<file path="src/rtl/assert_macros.svh">
// assertion macros for the rtl folder
// no dependencies; included by modules that carry concurrent checks
`ifndef ASSERT_MACROS_SVH
`define ASSERT_MACROS_SVH

// same-cycle implication, checked outside reset
`define ASSERT_IMPLIES(label, clk, rst_n, ante, cons) \
    label: assert property (@(posedge clk) disable iff (!rst_n) (ante) |-> (cons)) \
        else $error("assertion failed: implication");

// next-cycle implication, checked outside reset
`define ASSERT_NEXT(label, clk, rst_n, ante, cons) \
    label: assert property (@(posedge clk) disable iff (!rst_n) (ante) |=> (cons)) \
        else $error("assertion failed: next-cycle implication");

`endif

</file>
<file path="src/rtl/lsbse_pkg.sv">
// types and constants for the lsb stego extractor
// no dependencies; imported by lsb_stego_extractor_unit
package lsbse_pkg;

    localparam int MAGIC_MAX_CHARS_DEF = 8;

    localparam logic [15:0] HEADER_SKIP_RESET  = 16'd54;
    localparam logic [63:0] MAGIC_WORD_RESET   = 64'd10787;
    localparam logic [3:0]  MAGIC_LENGTH_RESET = 4'd2;

    localparam logic [5:0] BYTE_BITS = 6'd8;
    localparam logic [5:0] SIZE_BITS = 6'd32;

    // configuration register indexes
    localparam logic [1:0] CFG_HEADER_SKIP  = 2'd0;
    localparam logic [1:0] CFG_MAGIC_WORD   = 2'd1;
    localparam logic [1:0] CFG_MAGIC_LENGTH = 2'd2;

    // request kinds
    localparam logic KIND_COVER   = 1'b0;
    localparam logic KIND_RESTART = 1'b1;

    typedef enum logic [2:0] {
        PH_HEADER    = 3'd0,
        PH_MAGIC     = 3'd1,
        PH_EXT_SIZE  = 3'd2,
        PH_EXT_BYTES = 3'd3,
        PH_PAY_SIZE  = 3'd4,
        PH_PAY_BYTES = 3'd5,
        PH_DONE      = 3'd6
    } phase_t;

    typedef enum logic [2:0] {
        RK_EXT_SIZE  = 3'd0,
        RK_EXT_BYTE  = 3'd1,
        RK_PAY_SIZE  = 3'd2,
        RK_PAY_BYTE  = 3'd3,
        RK_MISMATCH  = 3'd4
    } result_kind_t;

endpackage

</file>
<file path="src/rtl/lsb_stego_extractor_unit.sv">
// lsb stego extractor top level: bit collection, magic check, size and byte output
// depends on lsbse_pkg and assert_macros.svh
//
// usage
// - item channel (item_valid/item_ready): one cover byte or a restart per request;
//   only bit 0 of cover_byte carries hidden data
// - result channel (result_valid/result_ready): result_kind, value, last
// - cfg channel (cfg_valid/cfg_ready, cfg_index, cfg_data): header_skip, magic_word,
//   magic_length; cfg_ready is always high, and writes are registered
// - each request is handled in one pass of logic; a result shows up in the
//   output register in the cycle after the request that completes it is accepted
// - throughput is one request per cycle while the receiver takes each result;
//   the single output register sets it: item_ready = !result_valid | result_ready
// - when the receiver stalls with a result held, item_ready drops until the
//   result is taken; no request is lost or repeated
// - reset loads the register defaults and returns decoding to the header phase;
//   a restart request does the same to decoding state but keeps the registers
`include "assert_macros.svh"

module lsb_stego_extractor_unit
    import lsbse_pkg::*;
#(
    parameter int MAGIC_MAX_CHARS = MAGIC_MAX_CHARS_DEF
) (
    input  logic        clk,
    input  logic        rst_n,

    input  logic        item_valid,
    output logic        item_ready,
    input  logic        kind,
    input  logic [7:0]  cover_byte,

    output logic        result_valid,
    input  logic        result_ready,
    output logic [2:0]  result_kind,
    output logic [31:0] value,
    output logic        last,

    input  logic        cfg_valid,
    output logic        cfg_ready,
    input  logic [1:0]  cfg_index,
    input  logic [63:0] cfg_data
);

    localparam int          MIDX_W  = $clog2(MAGIC_MAX_CHARS + 1);
    localparam logic [3:0]  MAX_LEN = 4'(MAGIC_MAX_CHARS);

    // configuration registers
    logic [15:0] header_skip_reg, header_skip_next;
    logic [63:0] magic_word_reg, magic_word_next;
    logic [3:0]  magic_length_reg, magic_length_next;

    // decoding state
    phase_t              phase_reg, phase_next;
    logic [15:0]         header_count_reg, header_count_next;
    logic [31:0]         bit_shift_reg, bit_shift_next;
    logic [5:0]          bit_count_reg, bit_count_next;
    logic [MIDX_W-1:0]   magic_index_reg, magic_index_next;
    logic [31:0]         bytes_rem_reg, bytes_rem_next;

    // output register
    logic                result_valid_reg, result_valid_next;
    result_kind_t        res_kind_reg, res_kind_next;
    logic [31:0]         res_value_reg, res_value_next;
    logic                res_last_reg, res_last_next;
    logic                res_fire;

    logic        step, restart, take;
    logic        header_wait, collecting, is_size, word_done, magic_ok, magic_end;
    phase_t      eff_phase;
    logic [3:0]  len_eff;
    logic [2:0]  magic_sel;
    logic [7:0]  magic_expect;
    logic [31:0] shift_in, word, rem_dec;
    logic [5:0]  count_inc;

    assign cfg_ready  = 1'b1;
    assign item_ready = !result_valid_reg || result_ready;
    assign step       = item_valid && item_ready;
    assign restart    = step && (kind == KIND_RESTART);
    assign take       = step && (kind == KIND_COVER);

    // configuration decode
    always_comb
    begin
        header_skip_next  = header_skip_reg;
        magic_word_next   = magic_word_reg;
        magic_length_next = magic_length_reg;
        if (cfg_valid && cfg_ready)
        begin
            unique case (cfg_index)
                CFG_HEADER_SKIP:  header_skip_next  = cfg_data[15:0];
                CFG_MAGIC_WORD:   magic_word_next   = cfg_data;
                CFG_MAGIC_LENGTH: magic_length_next = cfg_data[3:0];
                default: ;
            endcase
        end
    end

    // shared datapath terms
    always_comb
    begin
        len_eff      = (magic_length_reg > MAX_LEN) ? MAX_LEN : magic_length_reg;
        header_wait  = (phase_reg == PH_HEADER) && (header_count_reg < header_skip_reg);
        if (phase_reg == PH_HEADER)
            eff_phase = (len_eff == 4'd0) ? PH_EXT_SIZE : PH_MAGIC;
        else
            eff_phase = phase_reg;
        collecting   = !header_wait && (eff_phase != PH_DONE);
        is_size      = (eff_phase == PH_EXT_SIZE) || (eff_phase == PH_PAY_SIZE);
        shift_in     = {bit_shift_reg[30:0], cover_byte[0]};
        count_inc    = bit_count_reg + 6'd1;
        word_done    = collecting && (count_inc == (is_size ? SIZE_BITS : BYTE_BITS));
        word         = is_size ? shift_in : {24'd0, shift_in[7:0]};
        magic_sel    = 3'(magic_index_reg);
        magic_expect = magic_word_reg[{magic_sel, 3'b000} +: 8];
        magic_ok     = (shift_in[7:0] == magic_expect);
        magic_end    = (4'(magic_index_reg) + 4'd1) >= len_eff;
        rem_dec      = bytes_rem_reg - 32'd1;
    end

    // next decoding state
    always_comb
    begin
        phase_next        = phase_reg;
        header_count_next = header_count_reg;
        bit_shift_next    = bit_shift_reg;
        bit_count_next    = bit_count_reg;
        magic_index_next  = magic_index_reg;
        bytes_rem_next    = bytes_rem_reg;
        if (restart)
        begin
            phase_next        = PH_HEADER;
            header_count_next = '0;
            bit_shift_next    = '0;
            bit_count_next    = '0;
            magic_index_next  = '0;
            bytes_rem_next    = '0;
        end
        else if (take && header_wait)
        begin
            header_count_next = header_count_reg + 16'd1;
        end
        else if (take && collecting && !word_done)
        begin
            phase_next     = eff_phase;
            bit_shift_next = shift_in;
            bit_count_next = count_inc;
        end
        else if (take && word_done)
        begin
            bit_shift_next = '0;
            bit_count_next = '0;
            unique case (eff_phase)
                PH_MAGIC:
                begin
                    if (!magic_ok)
                        phase_next = PH_DONE;
                    else
                    begin
                        magic_index_next = magic_index_reg + MIDX_W'(1);
                        phase_next       = magic_end ? PH_EXT_SIZE : PH_MAGIC;
                    end
                end
                PH_EXT_SIZE:
                begin
                    bytes_rem_next = word;
                    phase_next     = (word == 32'd0) ? PH_PAY_SIZE : PH_EXT_BYTES;
                end
                PH_EXT_BYTES:
                begin
                    bytes_rem_next = rem_dec;
                    phase_next     = (rem_dec == 32'd0) ? PH_PAY_SIZE : PH_EXT_BYTES;
                end
                PH_PAY_SIZE:
                begin
                    bytes_rem_next = word;
                    phase_next     = (word == 32'd0) ? PH_DONE : PH_PAY_BYTES;
                end
                PH_PAY_BYTES:
                begin
                    bytes_rem_next = rem_dec;
                    phase_next     = (rem_dec == 32'd0) ? PH_DONE : PH_PAY_BYTES;
                end
                default: ;
            endcase
        end
    end

    // result for the current request
    always_comb
    begin
        res_fire      = take && word_done && !((eff_phase == PH_MAGIC) && magic_ok);
        res_kind_next = RK_EXT_SIZE;
        res_value_next = word;
        res_last_next = 1'b0;
        unique case (eff_phase)
            PH_MAGIC:
            begin
                res_kind_next  = RK_MISMATCH;
                res_value_next = '0;
                res_last_next  = 1'b1;
            end
            PH_EXT_SIZE:  res_kind_next = RK_EXT_SIZE;
            PH_EXT_BYTES: res_kind_next = RK_EXT_BYTE;
            PH_PAY_SIZE:
            begin
                res_kind_next = RK_PAY_SIZE;
                res_last_next = (word == 32'd0);
            end
            PH_PAY_BYTES:
            begin
                res_kind_next = RK_PAY_BYTE;
                res_last_next = (rem_dec == 32'd0);
            end
            default: ;
        endcase

        if (res_fire)
            result_valid_next = 1'b1;
        else if (result_ready)
            result_valid_next = 1'b0;
        else
            result_valid_next = result_valid_reg;
    end

    always_ff @(posedge clk or negedge rst_n)
    begin
        if (!rst_n)
        begin
            header_skip_reg   <= HEADER_SKIP_RESET;
            magic_word_reg    <= MAGIC_WORD_RESET;
            magic_length_reg  <= MAGIC_LENGTH_RESET;
            phase_reg         <= PH_HEADER;
            header_count_reg  <= '0;
            bit_shift_reg     <= '0;
            bit_count_reg     <= '0;
            magic_index_reg   <= '0;
            bytes_rem_reg     <= '0;
            result_valid_reg  <= 1'b0;
        end
        else
        begin
            header_skip_reg   <= header_skip_next;
            magic_word_reg    <= magic_word_next;
            magic_length_reg  <= magic_length_next;
            phase_reg         <= phase_next;
            header_count_reg  <= header_count_next;
            bit_shift_reg     <= bit_shift_next;
            bit_count_reg     <= bit_count_next;
            magic_index_reg   <= magic_index_next;
            bytes_rem_reg     <= bytes_rem_next;
            result_valid_reg  <= result_valid_next;
        end
    end

    // result payload, loaded only with a new result
    always_ff @(posedge clk)
    begin
        if (res_fire)
        begin
            res_kind_reg  <= res_kind_next;
            res_value_reg <= res_value_next;
            res_last_reg  <= res_last_next;
        end
    end

    assign result_valid = result_valid_reg;
    assign result_kind  = res_kind_reg;
    assign value        = res_value_reg;
    assign last         = res_last_reg;

    `ASSERT_IMPLIES(a_done_no_partial, clk, rst_n, phase_reg == PH_DONE, bit_count_reg == 6'd0)
    `ASSERT_IMPLIES(a_byte_count_range, clk, rst_n,
        phase_reg == PH_MAGIC || phase_reg == PH_EXT_BYTES || phase_reg == PH_PAY_BYTES,
        bit_count_reg < BYTE_BITS)
    `ASSERT_IMPLIES(a_bytes_pending, clk, rst_n,
        phase_reg == PH_EXT_BYTES || phase_reg == PH_PAY_BYTES, bytes_rem_reg != 32'd0)
    `ASSERT_NEXT(a_restart_clears, clk, rst_n, restart,
        phase_reg == PH_HEADER && header_count_reg == 16'd0 && bit_count_reg == 6'd0)

endmodule
</file>
<file path="config.mk">
export PLATFORM = sky130hd
export DESIGN_NAME = lsb_stego_extractor_unit
export DESIGN_NICKNAME = d
export VERILOG_FILES = /design/src/rtl/lsbse_pkg.sv /design/src/rtl/lsb_stego_extractor_unit.sv
export VERILOG_INCLUDE_DIRS = /design/src /design/src/rtl
export SDC_FILE = /design/constraint.sdc
export NUM_CORES = 1
export LEC_CHECK = 0
export ABC_AREA = 1
export ABC_CLOCK_PERIOD_IN_PS = 4770
export BUFFER_PORTS_ARGS = -buffer_cell sky130_fd_sc_hd__buf_2
export CAP_MARGIN = 30
export CORE_AREA = 3 3 201 203
export DETAILED_ROUTE_END_ITERATION = 8
export DIE_AREA = 0 0 204 206
export PLACE_DENSITY = 0.54
export SKIP_LAST_GASP = 1
export SLEW_MARGIN = 20
export SYNTH_ARGS = -nofsm -noshare
export SYNTH_HDL_FRONTEND = slang
export SYNTH_SLANG_ARGS = --single-unit
</file>
<file path="constraint.sdc">
create_clock -name clk -period 4.77 [get_ports clk]
set_input_delay 0.954 -clock clk [delete_from_list [all_inputs] [get_ports clk]]
set_output_delay 0.954 -clock clk [all_outputs]
set_load 0.01 [all_outputs]
</file>
==> metrics, run 1 <==
status=complete, no violations; H-tree depth=1; slowest stage cell, crit path=buf_4; r2r endpoint=bytes_rem_reg[31]; Core Footprint=38600 sq um; initial DRC count=560; post-synthesis net count=1440; Largest stage delay, worst path=0.71 ns; Layout area overhead=15.9%; Worst setup EP type=register; unrepaired setup endpoints after global routing=no; Die Span X=204 um; worst reg-to-reg path cell count=13; drt first pass iters=5; Power Total=7.71 mW; Highest Signal Layer=met5; Yosys reg bits=213; fin crit period=3.10 ns; post-route setup slack=1.67 ns; Cells after DPL=1925; final core utilization=34.7%; row count=72; vias per cell=4.62; crit path DAT=3.57 ns; Yosys warning count=0; Worst Setup Path Type=register to register; register area=5520 sq um; Resized cells post-CTS=0; Clock Sinks=213; Initial Util=29.9%; worst hold path type=input pin to async pin; total CTS buffers=25; CP delay by family, top=simple AND/OR/NAND/NOR gates; CTS Hold Bufs=0; Final Hold Vio Count=0; fmax=323 MHz; Tightest Pin Transition=0.909 ns; Met2 Wirelength=13.7 mm; mapped cell area=11600 sq um; Seq/Total Area, Yosys=47.8%; layout cells sized above 1=22.7%; cells after synthesis=1335; relative slew slack=39.4%; Worst R2R Setup Slack=1.67 ns; Placed Area=12600 sq um; final non-filler cell area=13400 sq um; Fin Hold WS=0.415 ns; grt total ovfl=0; crit path max fanout=64; GR Util All Layers=14.6%; cell count along the critical path=13; Final period util=65.0%; setup TNS=0 ns; beginning of the critical path=header_skip_reg[1]; Final Non-Filler Cells=1971; I/O Buffers=110; Routed WL per cell=15.2 um; LEAKAGE=6.16 nW; largest net degree at the start of global routing=70; first-pass GRT wire length=49.0 mm; Final Max Tran Viols=0; WP data required=5.24 ns; Max Root-Sink Buffers=3; routability cong.=0.868; DIE HEIGHT=206 um; routed vias=9111; Setup Skew=0.0114 ns; DR WL met3=1.46 mm; # IOs=119; CTS root buffer=clkbuf_16; maximum vdd drop=279 uV; Critical Path End=bytes_rem_reg[31]; initial antenna violation count=2; number of nets in the layout=1540; critical path launch point type=register; # Post-CTS Setup Buffers=0; n_diodes=0; DIE AREA=42000 sq um; clk slew on worst S/H paths=0.06 ns; CP cell instances=inv_1, ha_1, a21oi_1, o21ai_1, nor3b_1, o21ai_1, nand3_2, nand2_2, nor2_4, a21oi_4, buf_4, nand2_1, o21ai_2; worst-skew pair later-pin latency=0.55 ns; DP Wirelength=22.1 mm; wl on met1=14.3 mm; # fillers=4070; Final ANT Viol Nets=0; crit-path most repeated cell=o21ai_1; power per cell area=575 nW/um^2; multi-input logic area=5130 sq um; max FFs per register=64; dpl ws=1.66 ns; Final setup viols=0; worst reg2reg path startpoint=header_skip_reg[1]; Crit path buffers/inverters=2; max-cap violations=0; Mapped Avg Cell Area=8.66 sq um; TritonCTS clock tree=done; vias in the first global route=9072; number of distinct library cells after synthesis=47; # DRC=0; Total Routed Length=30.0 mm
==> cell families after synthesis <==
| family | share of synthesized area [%] |
|---|---|
| simple gates | 21.1 |
| compound gates | 14.1 |
| flops | 47.8 |
| buf+inv | 7.98 |
| mux | 4.58 |
| fa+ha+maj | 2.71 |
| xor+xnor | 1.67 |
| other cells | 0.0324 |
==> cells in the final DEF, fill, tap and decap left out, types with 37 or more instances in the layout <==
cell and instances:
nor2_1 125, nand3_1 56, inv_1 152, o22ai_1 40, buf_2 109, o21ai_2 37, mux2_2 47, o21ai_0 99
a21oi_1 50, nand2_1 267, dfrtp_1 166
==> cells in the mapped netlist, drive strengths merged <==
cell type	instances	area share, %
nor4	4	0.22
conb	1	0.032
nand4	12	0.65
dfrtp	166	36
nor3	13	0.74
o22ai	40	2.2
o211ai	7	0.45
nand3b	8	0.52
nand3	60	2.8
nor3b	1	0.065
a21oi	52	2.4
dfstp	11	2.5
clkbuf	20	0.65
xor2	16	1.2
nor2	146	5.4
nand2	300	11
and3	1	0.054
o21ai	154	8.0
xnor2	6	0.45
edfxtp	36	9.4
clkinv	2	0.065
buf	29	2.0
mux2	47	4.6
inv	161	5.3
a31oi	1	0.11
o31ai	8	0.52
o41ai	5	0.38
or2	1	0.054
o221ai	2	0.15
ha	25	2.7
==> worst reg2reg max path, cell delays in order (launching register included) <==
cell	delay [ns]
dfstp_2	0.53
inv_1	0.05
ha_1	0.28
a21oi_1	0.15
o21ai_1	0.08
nor3b_1	0.15
o21ai_1	0.23
nand3_2	0.19
nand2_2	0.22
nor2_4	0.07
a21oi_4	0.11
buf_4	0.71
nand2_1	0.18
o21ai_2	0.09
==> power by group <==
part	internal, mW	switching (mW)
Sequential	2.12	0.253
Clock	1.06	0.781
Combinational	1.11	2.38
Total	4.30	3.41
==> metal layers <==
metal / vias to the layer above / GRT usage (%)
met1: 4261 / 19.9
met3: 36 / 2.63
met4: 4 / 2.90
li1: 4617 / -
met2: 193 / 24.3
met5: - / 0
==> final cells by class <==
class / instances / area share [%]
Clock buffer: 34 / 5.07
Tap cell: 518 / 4.84
Multi-Input combinational cell: 910 / 38.3
Clock inverter: 11 / 0.785
Inverter: 163 / 4.59
Sequential cell: 213 / 41.2
Timing Repair Buffer: 122 / 5.17
==> how the worst min path moves through the flow <==
stage / from / to / slack, ns / depth (start not counted)
after detailed placement: magic_word_reg[10] / magic_word_reg[10] / 0.47 / 2
after CTS: rst_n / bytes_rem_reg[7] / 0.45 / 1
final: rst_n / bytes_rem_reg[7] / 0.42 / 1
after global routing: rst_n / bytes_rem_reg[7] / 0.48 / 1
after floorplan: magic_word_reg[10] / magic_word_reg[10] / 0.45 / 2
after global placement: magic_word_reg[10] / magic_word_reg[10] / 0.46 / 2
Power figures use the tool's default switching activity.
==> run 2: changes to the inputs <==
ABC_AREA = 0   (was 1)
ABC_CLOCK_PERIOD_IN_PS = 3200   (was 4770)
CORE_AREA = 3 3 193 195   (was 3 3 201 203)
DIE_AREA = 0 0 196 198   (was 0 0 204 206)
clock period = 3.2 ns   (was 4.77 ns; I/O delays follow)
==> run 2 against run 1 <==
Effect of this change:
- final area fell by 5.1%
- synthesized cell count is 29% lower
- sequential power up 55%
- hold slack got worse by 0.32 ns
- via count decreased by 14%
- global-route usage fell by 1.0 points
- largest cell class unchanged
==> metrics, run 2 <==
status=complete, no violations; cells after synthesis=946 (-29%); Max Root-Sink Buffers=3 (unchanged); commonest non-fill, non-tap cells in the layout=dfrtp_1, buf_2, mux2_2, nor2_1, nand2_1; Routed WL per cell=17.1 um (+12%); Yosys reg bits=213 (unchanged); count leader, synth=dfrtp_1; Core Footprint=35600 sq um (-8.0%); number of nets in the layout=1178 (-24%); worst hold path type=input pin to async pin; Worst R2R Setup Slack=0.24 ns (-1.43 ns); crit path max fanout=38 (-41%); Post-synth EDFFs=36 (unchanged); # fillers=3622 (-11%); post-synthesis net count=1051 (-27%); Fin Hold WS=0.0996 ns (-0.316 ns); Seq/Total Area, Yosys=51.9% (+4.1 points); H-tree depth=1 (unchanged); async set-reset flop share out of synthesis=83.1% (unchanged); Final ANT Viol Nets=0 (unchanged); Final period util=92.5% (+27 points); critical path launch point type=register; unrepaired setup endpoints after global routing=no; row count=69 (-4.2%); clk slew on worst S/H paths=0.06 ns (about the same); Layout area overhead=19.5%; Synth top area share=39.1% (+3.1 points); Total Routed Length=26.6 mm (-12%); Critical Path End=bytes_rem_reg[27]; routed vias=7820 (-14%); Worst Setup Path Type=register to register; maximum vdd drop=417 uV (+50%); total CTS buffers=25 (unchanged); grt total ovfl=0 (unchanged); DIE HEIGHT=198 um (-3.9%); fmax=338 MHz (+4.8%); relative slew slack=45.8% (+6.5 points); commonest non-fill, non-tap cell in the layout=dfrtp_1; Resized cells post-CTS=0 (unchanged); # Post-CTS Setup Buffers=0 (unchanged); crit path DAT=3.35 ns (-0.22 ns); DIE AREA=38800 sq um (-7.7%); Clock Sinks=213 (unchanged); number of distinct library cells after synthesis=73 (+55%); Synth top cells by count=dfrtp_1, mux2_2, nor2_1; initial DRC count=431 (-23%); fin crit period=2.96 ns (-0.141 ns); largest net degree at the start of global routing=65 (-7.1%); routability cong.=0.850 (-2.0%); CTS Hold Bufs=0 (unchanged); Yosys top cell by area=dfrtp_1; vias in the first global route=7660 (-16%); Initial Util=29.9% (about the same); Final setup viols=0 (unchanged); Yosys warning count=0 (unchanged); WP data required=3.59 ns (-1.65 ns); vias per cell=5.04 (+9.0%); GR Util All Layers=13.5% (-1.0 points); n_diodes=0 (unchanged); drt first pass iters=5 (unchanged); Setup Skew=0.0102 ns (-0.00124 ns); Worst setup EP type=register; worst reg-to-reg path cell count=11 (-2); first-pass GRT wire length=42.7 mm (-13%); DP Wirelength=18.9 mm (-15%); TritonCTS clock tree=done; Die Span X=196 um (-3.9%); synth top area cells=dfrtp_1, edfxtp_1, mux2_2; Final Hold Vio Count=0 (unchanged); worst-skew pair later-pin latency=0.52 ns (-0.03 ns); max FFs per register=64 (unchanged); initial antenna violation count=7 (+5); register area=5520 sq um (unchanged); # DRC=0 (unchanged); CTS root buffer=clkbuf_16; ys flop type=dfrtp_1; Mapped Avg Cell Area=11.2 sq um (+30%); max-cap violations=0 (unchanged); LEAKAGE=5.62 nW (-8.7%); # IOs=119 (unchanged); Final Max Tran Viols=0 (unchanged); r2r endpoint=bytes_rem_reg[27]; worst reg2reg path startpoint=header_skip_reg[5]; setup TNS=0 ns (unchanged); I/O Buffers=110 (unchanged); layout cells sized above 1=28.2% (+5.5 points); Tightest Pin Transition=0.813 ns (-0.0969 ns); multi-input logic area=4770 sq um (-7.1%); beginning of the critical path=header_skip_reg[5]; mapped cell area=10600 sq um (-8.0%); power per cell area=852 nW/um^2 (+48%)
-- run 2: cell count changes after synthesis, sizes merged, moves of 16 or more --
cell | before | now
a22o | 0 | 33
and2 | 0 | 36
buf | 29 | 13
clkbuf | 20 | 37
inv | 161 | 31
mux2 | 47 | 71
mux4 | 0 | 16
nand2 | 300 | 58
nand3 | 60 | 12
nor2 | 146 | 63
nor4 | 4 | 22
o21ai | 154 | 76
o22ai | 40 | 3
-- run 2: final cells by class --
| type | instances | area share, % |
|---|---|---|
| Sequential cell | 213 | 43.5 |
| Multi-Input combinational cell | 652 | 37.5 |
| Timing Repair Buffer | 150 | 7.14 |
| Clock buffer | 34 | 5.59 |
| Tap cell | 461 | 4.54 |
| Inverter | 31 | 0.916 |
| Clock inverter | 11 | 0.847 |
-- run 2: critical path, cell delays in order, from the launching register on --
cell and delay (ns):
dfstp_2 0.52, inv_1 0.05, ha_1 0.29, a21o_1 0.11
a21oi_1 0.06, o211ai_1 0.31, o21ai_0 0.26, and2_1 0.24
or3_1 0.38, buf_4 0.27, o21ai_0 0.22, o31ai_1 0.10
-- run 2: kinds of logic (layout without fill, tap and decap cells) --
kind of cell / count (synthesis) / after routing / synth area share [%]
AND/OR/NAND/NOR: 278 / 278 / 13.8
AO/OA/AOI/OAI: 219 / 219 / 13.3
flip-flops: 213 / 213 / 51.9
multiplexers: 101 / 101 / 12.3
buffers and inverters: 81 / 226 / 3.42
XOR/XNOR: 28 / 28 / 2.31
adder cells (fa/ha/maj): 25 / 25 / 2.94
other: 1 / 1 / 0.0353
-- run 2: metrics by stage --
| step | setup WS [ns] | total power, mW | util (%) | area (sq um) | cells |
|---|---|---|---|---|---|
| final | 0.241 | 10.8 | 35.7 | 12700 | 1552 |
| after global placement | 0.261 | 8.01 | 33.4 | 11900 | 1507 |
| after detailed placement | 0.265 | 8.03 | 33.4 | 11900 | 1507 |
| after global routing | 0.0202 | 11.6 | 35.7 | 12700 | 1552 |
| after CTS | 0.252 | 10.9 | 35.7 | 12700 | 1552 |
| after floorplan | 0.137 | 6.67 | - | 10600 | 946 |
-- run 2: where the power goes --
group | switching (mW) | internal (mW) | leakage [nW] | total [mW]
clock network | 1.12 | 1.71 | 0.401 | 2.83
logic | 2.46 | 1.86 | 2.59 | 4.31
registers | 0.466 | 3.22 | 2.63 | 3.68
-- run 2: worst min-delay path by stage --
stage                                     to          startpoint  slack [ns]  cells past startpoint
final                       bit_shift_reg[9]               rst_n         0.1                      1
after CTS                   bit_shift_reg[9]               rst_n        0.12                      1
after global routing        bit_shift_reg[9]               rst_n        0.14                      1
after floorplan             bit_count_reg[0]               rst_n        0.34                      0
after detailed placement  magic_word_reg[35]  magic_word_reg[35]        0.49                      1
after global placement    magic_word_reg[21]  magic_word_reg[21]        0.48                      1
-- run 2: routing by layer --
layer  GRT usage [%]  share of wire (%)  wire (um)  vias to the layer above
met2            22.0                 47      12400                      203
met4            3.04                2.1        570                       14
met1            18.5                 45      11800                     3829
li1                -                  -          -                     3721
met5               0               0.36         95                        -
met3            3.03                6.4       1700                       53
==> run 3: changes to the inputs <==
CORE_AREA = 2 2 192 194   (was 3 3 193 195)
DIE_AREA = 0 0 194 196   (was 0 0 196 198)
==> run 3 against run 2 <==
Effect of this change:
- via count up 0.36%
- core utilization down 0.31 points
- combinational power up 2%
- global-route usage up 0.62 points
- clock power up 3%
- final cell count up 0.77%
- critical path depth unchanged
- sequential share of layout area down 0.25 points
- final area up 0.58%
- die area down 2.0%
- setup slack better by 0.020 ns
- critical endpoint is now bytes_rem_reg[15]
==> metrics, run 3 (same netlist as run 2, synthesis figures left out) <==
status=complete, no violations; Final period util=91.8% (-0.63 points); setup TNS=0 ns (unchanged); vias per cell=5.02 (-0.41%); max-cap violations=0 (unchanged); fin crit period=2.94 ns (-0.0202 ns); # DRC=0 (unchanged); unrepaired setup endpoints after global routing=no; clk slew on worst S/H paths=0.06 ns (about the same); CP delay by family, top=compound AO/OA/AOI/OAI gates; fmax=340 MHz (+0.69%); cell count along the critical path=11 (unchanged); grt total ovfl=0 (unchanged); total CTS buffers=25 (unchanged); Final setup viols=0 (unchanged); CTS root buffer=clkbuf_16; routability cong.=0.828 (-2.6%); crit path max fanout=53 (+39%); DP Wirelength=19.0 mm (+0.41%); CP cell instances=inv_1, ha_1, a21o_1, a21oi_1, o211ai_1, o21ai_0, and2_1, or3_1, buf_12, nand2b_4, o21ai_1; crit path DAT=3.38 ns (+0.03 ns); worst-skew pair later-pin latency=0.52 ns (about the same); drt first pass iters=5 (unchanged); routed vias=7848 (+0.36%); worst reg2reg path startpoint=header_skip_reg[5]; WP data required=3.64 ns (+0.05 ns); first-pass GRT wire length=43.5 mm (+1.8%); Core Footprint=36100 sq um (+1.4%); Worst R2R Setup Slack=0.26 ns (+0.02 ns); Final Hold Vio Count=0 (unchanged); critical path launch point type=register; commonest non-fill, non-tap cell in the layout=dfrtp_1; Die Span X=194 um (-1.0%); DIE AREA=38000 sq um (-2.0%); Clock Sinks=213 (unchanged); beginning of the critical path=header_skip_reg[5]; power per cell area=860 nW/um^2 (+1.0%); I/O Buffers=110 (unchanged); worst reg-to-reg path cell count=11 (unchanged); Routed WL per cell=17.2 um (+0.38%); row count=70 (+1.4%); # fillers=3659 (+1.0%); vias in the first global route=7727 (+0.87%); Max Root-Sink Buffers=3 (unchanged); Setup Skew=0.00968 ns (-0.000491 ns); initial antenna violation count=9 (+2); relative slew slack=50.1% (+4.3 points); Tightest Pin Transition=0.745 ns (-0.0678 ns); final core utilization=35.4% (-0.31 points); DIE HEIGHT=196 um (-1.0%); Total Routed Length=26.9 mm (+1.2%); Largest stage delay, worst path=0.51 ns (about the same); layout cells sized above 1=28.5% (+0.30 points); max FFs per register=64 (unchanged); worst hold path type=input pin to async pin; initial DRC count=475 (+10%); Worst setup EP type=register; number of nets in the layout=1177 (-0.085%); # IOs=119 (unchanged); Final ANT Viol Nets=0 (unchanged); r2r endpoint=bytes_rem_reg[15]; GR Util All Layers=14.1% (+0.62 points); TritonCTS clock tree=done; Critical Path End=bytes_rem_reg[15]; H-tree depth=1 (unchanged); Resized cells post-CTS=0 (unchanged); Fin Hold WS=0.157 ns (+0.0577 ns); Crit path buffers/inverters=2 (unchanged); slowest stage cell, crit path=dfstp_2; Final Max Tran Viols=0 (unchanged); Initial Util=29.5% (-0.43 points); maximum vdd drop=538 uV (+29%); largest net degree at the start of global routing=74 (+14%); Power Total=11.0 mW (+1.6%); Layout area overhead=20.2%; Worst Setup Path Type=register to register; LEAKAGE=5.64 nW (+0.24%); commonest non-fill, non-tap cells in the layout=dfrtp_1, buf_2, mux2_2, nor2_1, nand2_1
run 3: cell count changes in the layout (fill, tap and decap cells not counted), moves of 3 or more:
cell        before  now
buf_12           4    7
buf_4           36   32
clkbuf_8         3    0
clkinvlp_4       1    4
diode_2          0    6
run 3: layout make-up:
type                       instances  area [sq um]  share of cell area [%]
clock buffer                      28           637                    4.98
multi-input combinational        652          4770                    37.3
inverter                          31           116                   0.910
tap                              468           586                    4.58
clock inverter                    17           201                    1.58
sequential                       213          5520                    43.2
timing repair buffer             149           937                    7.33
antenna                            6          15.0                   0.117
run 3: worst min-delay path by stage:
stage / startpoint / endpoint / depth (start not counted)
finish: rst_n / bit_shift_reg[11] / 1
global route: rst_n / bit_shift_reg[11] / 1
CTS: rst_n / bytes_rem_reg[11] / 1
detailed placement: magic_word_reg[33] / magic_word_reg[33] / 1
global placement: magic_word_reg[50] / magic_word_reg[50] / 1
floorplan: rst_n / bit_count_reg[0] / 0
run 3: repair_timing:
action                     in CTS  in global routing
hold endpoints to repair        0                  0
setup endpoints to repair       0                  2
hold buffers                    0                  0
setup buffers                   0                  1
run 3: routing by layer:
| layer | wire length (um) | share of wire (%) | global-route usage [%] |
|---|---|---|---|
| met1 | 12100 | 45 | 19.2 |
| met4 | 575 | 2.1 | 3.20 |
| met5 | 35 | 0.13 | 0 |
| met3 | 1720 | 6.4 | 3.47 |
| met2 | 12400 | 46 | 22.9 |
run 3: stage by stage:
stage	cells	worst slack, ns	instance area (sq um)
6_report	1564	0.261	12800
5_1_grt	1559	0.00229	12800
4_1_cts	1557	0.238	12800
3_5_place_dp	1512	0.264	11900
3_3_place_gp	1512	0.279	11900
2_1_floorplan	946	0.137	10600
run 3: power breakdown:
group / leakage (nW) / internal (mW) / switching [mW] / total (mW)
combinational: 2.60 / 1.89 / 2.50 / 4.39
sequential: 2.63 / 3.22 / 0.468 / 3.68
clock: 0.403 / 1.76 / 1.16 / 2.92
run 3: worst register-to-register path: cells and delay by family (launching register included):
family	cells	cell delay [ns]
simple gates	3	0.88
buf+inv	2	0.26
compound gates	5	0.92
flops	1	0.51
fa+ha+maj	1	0.29
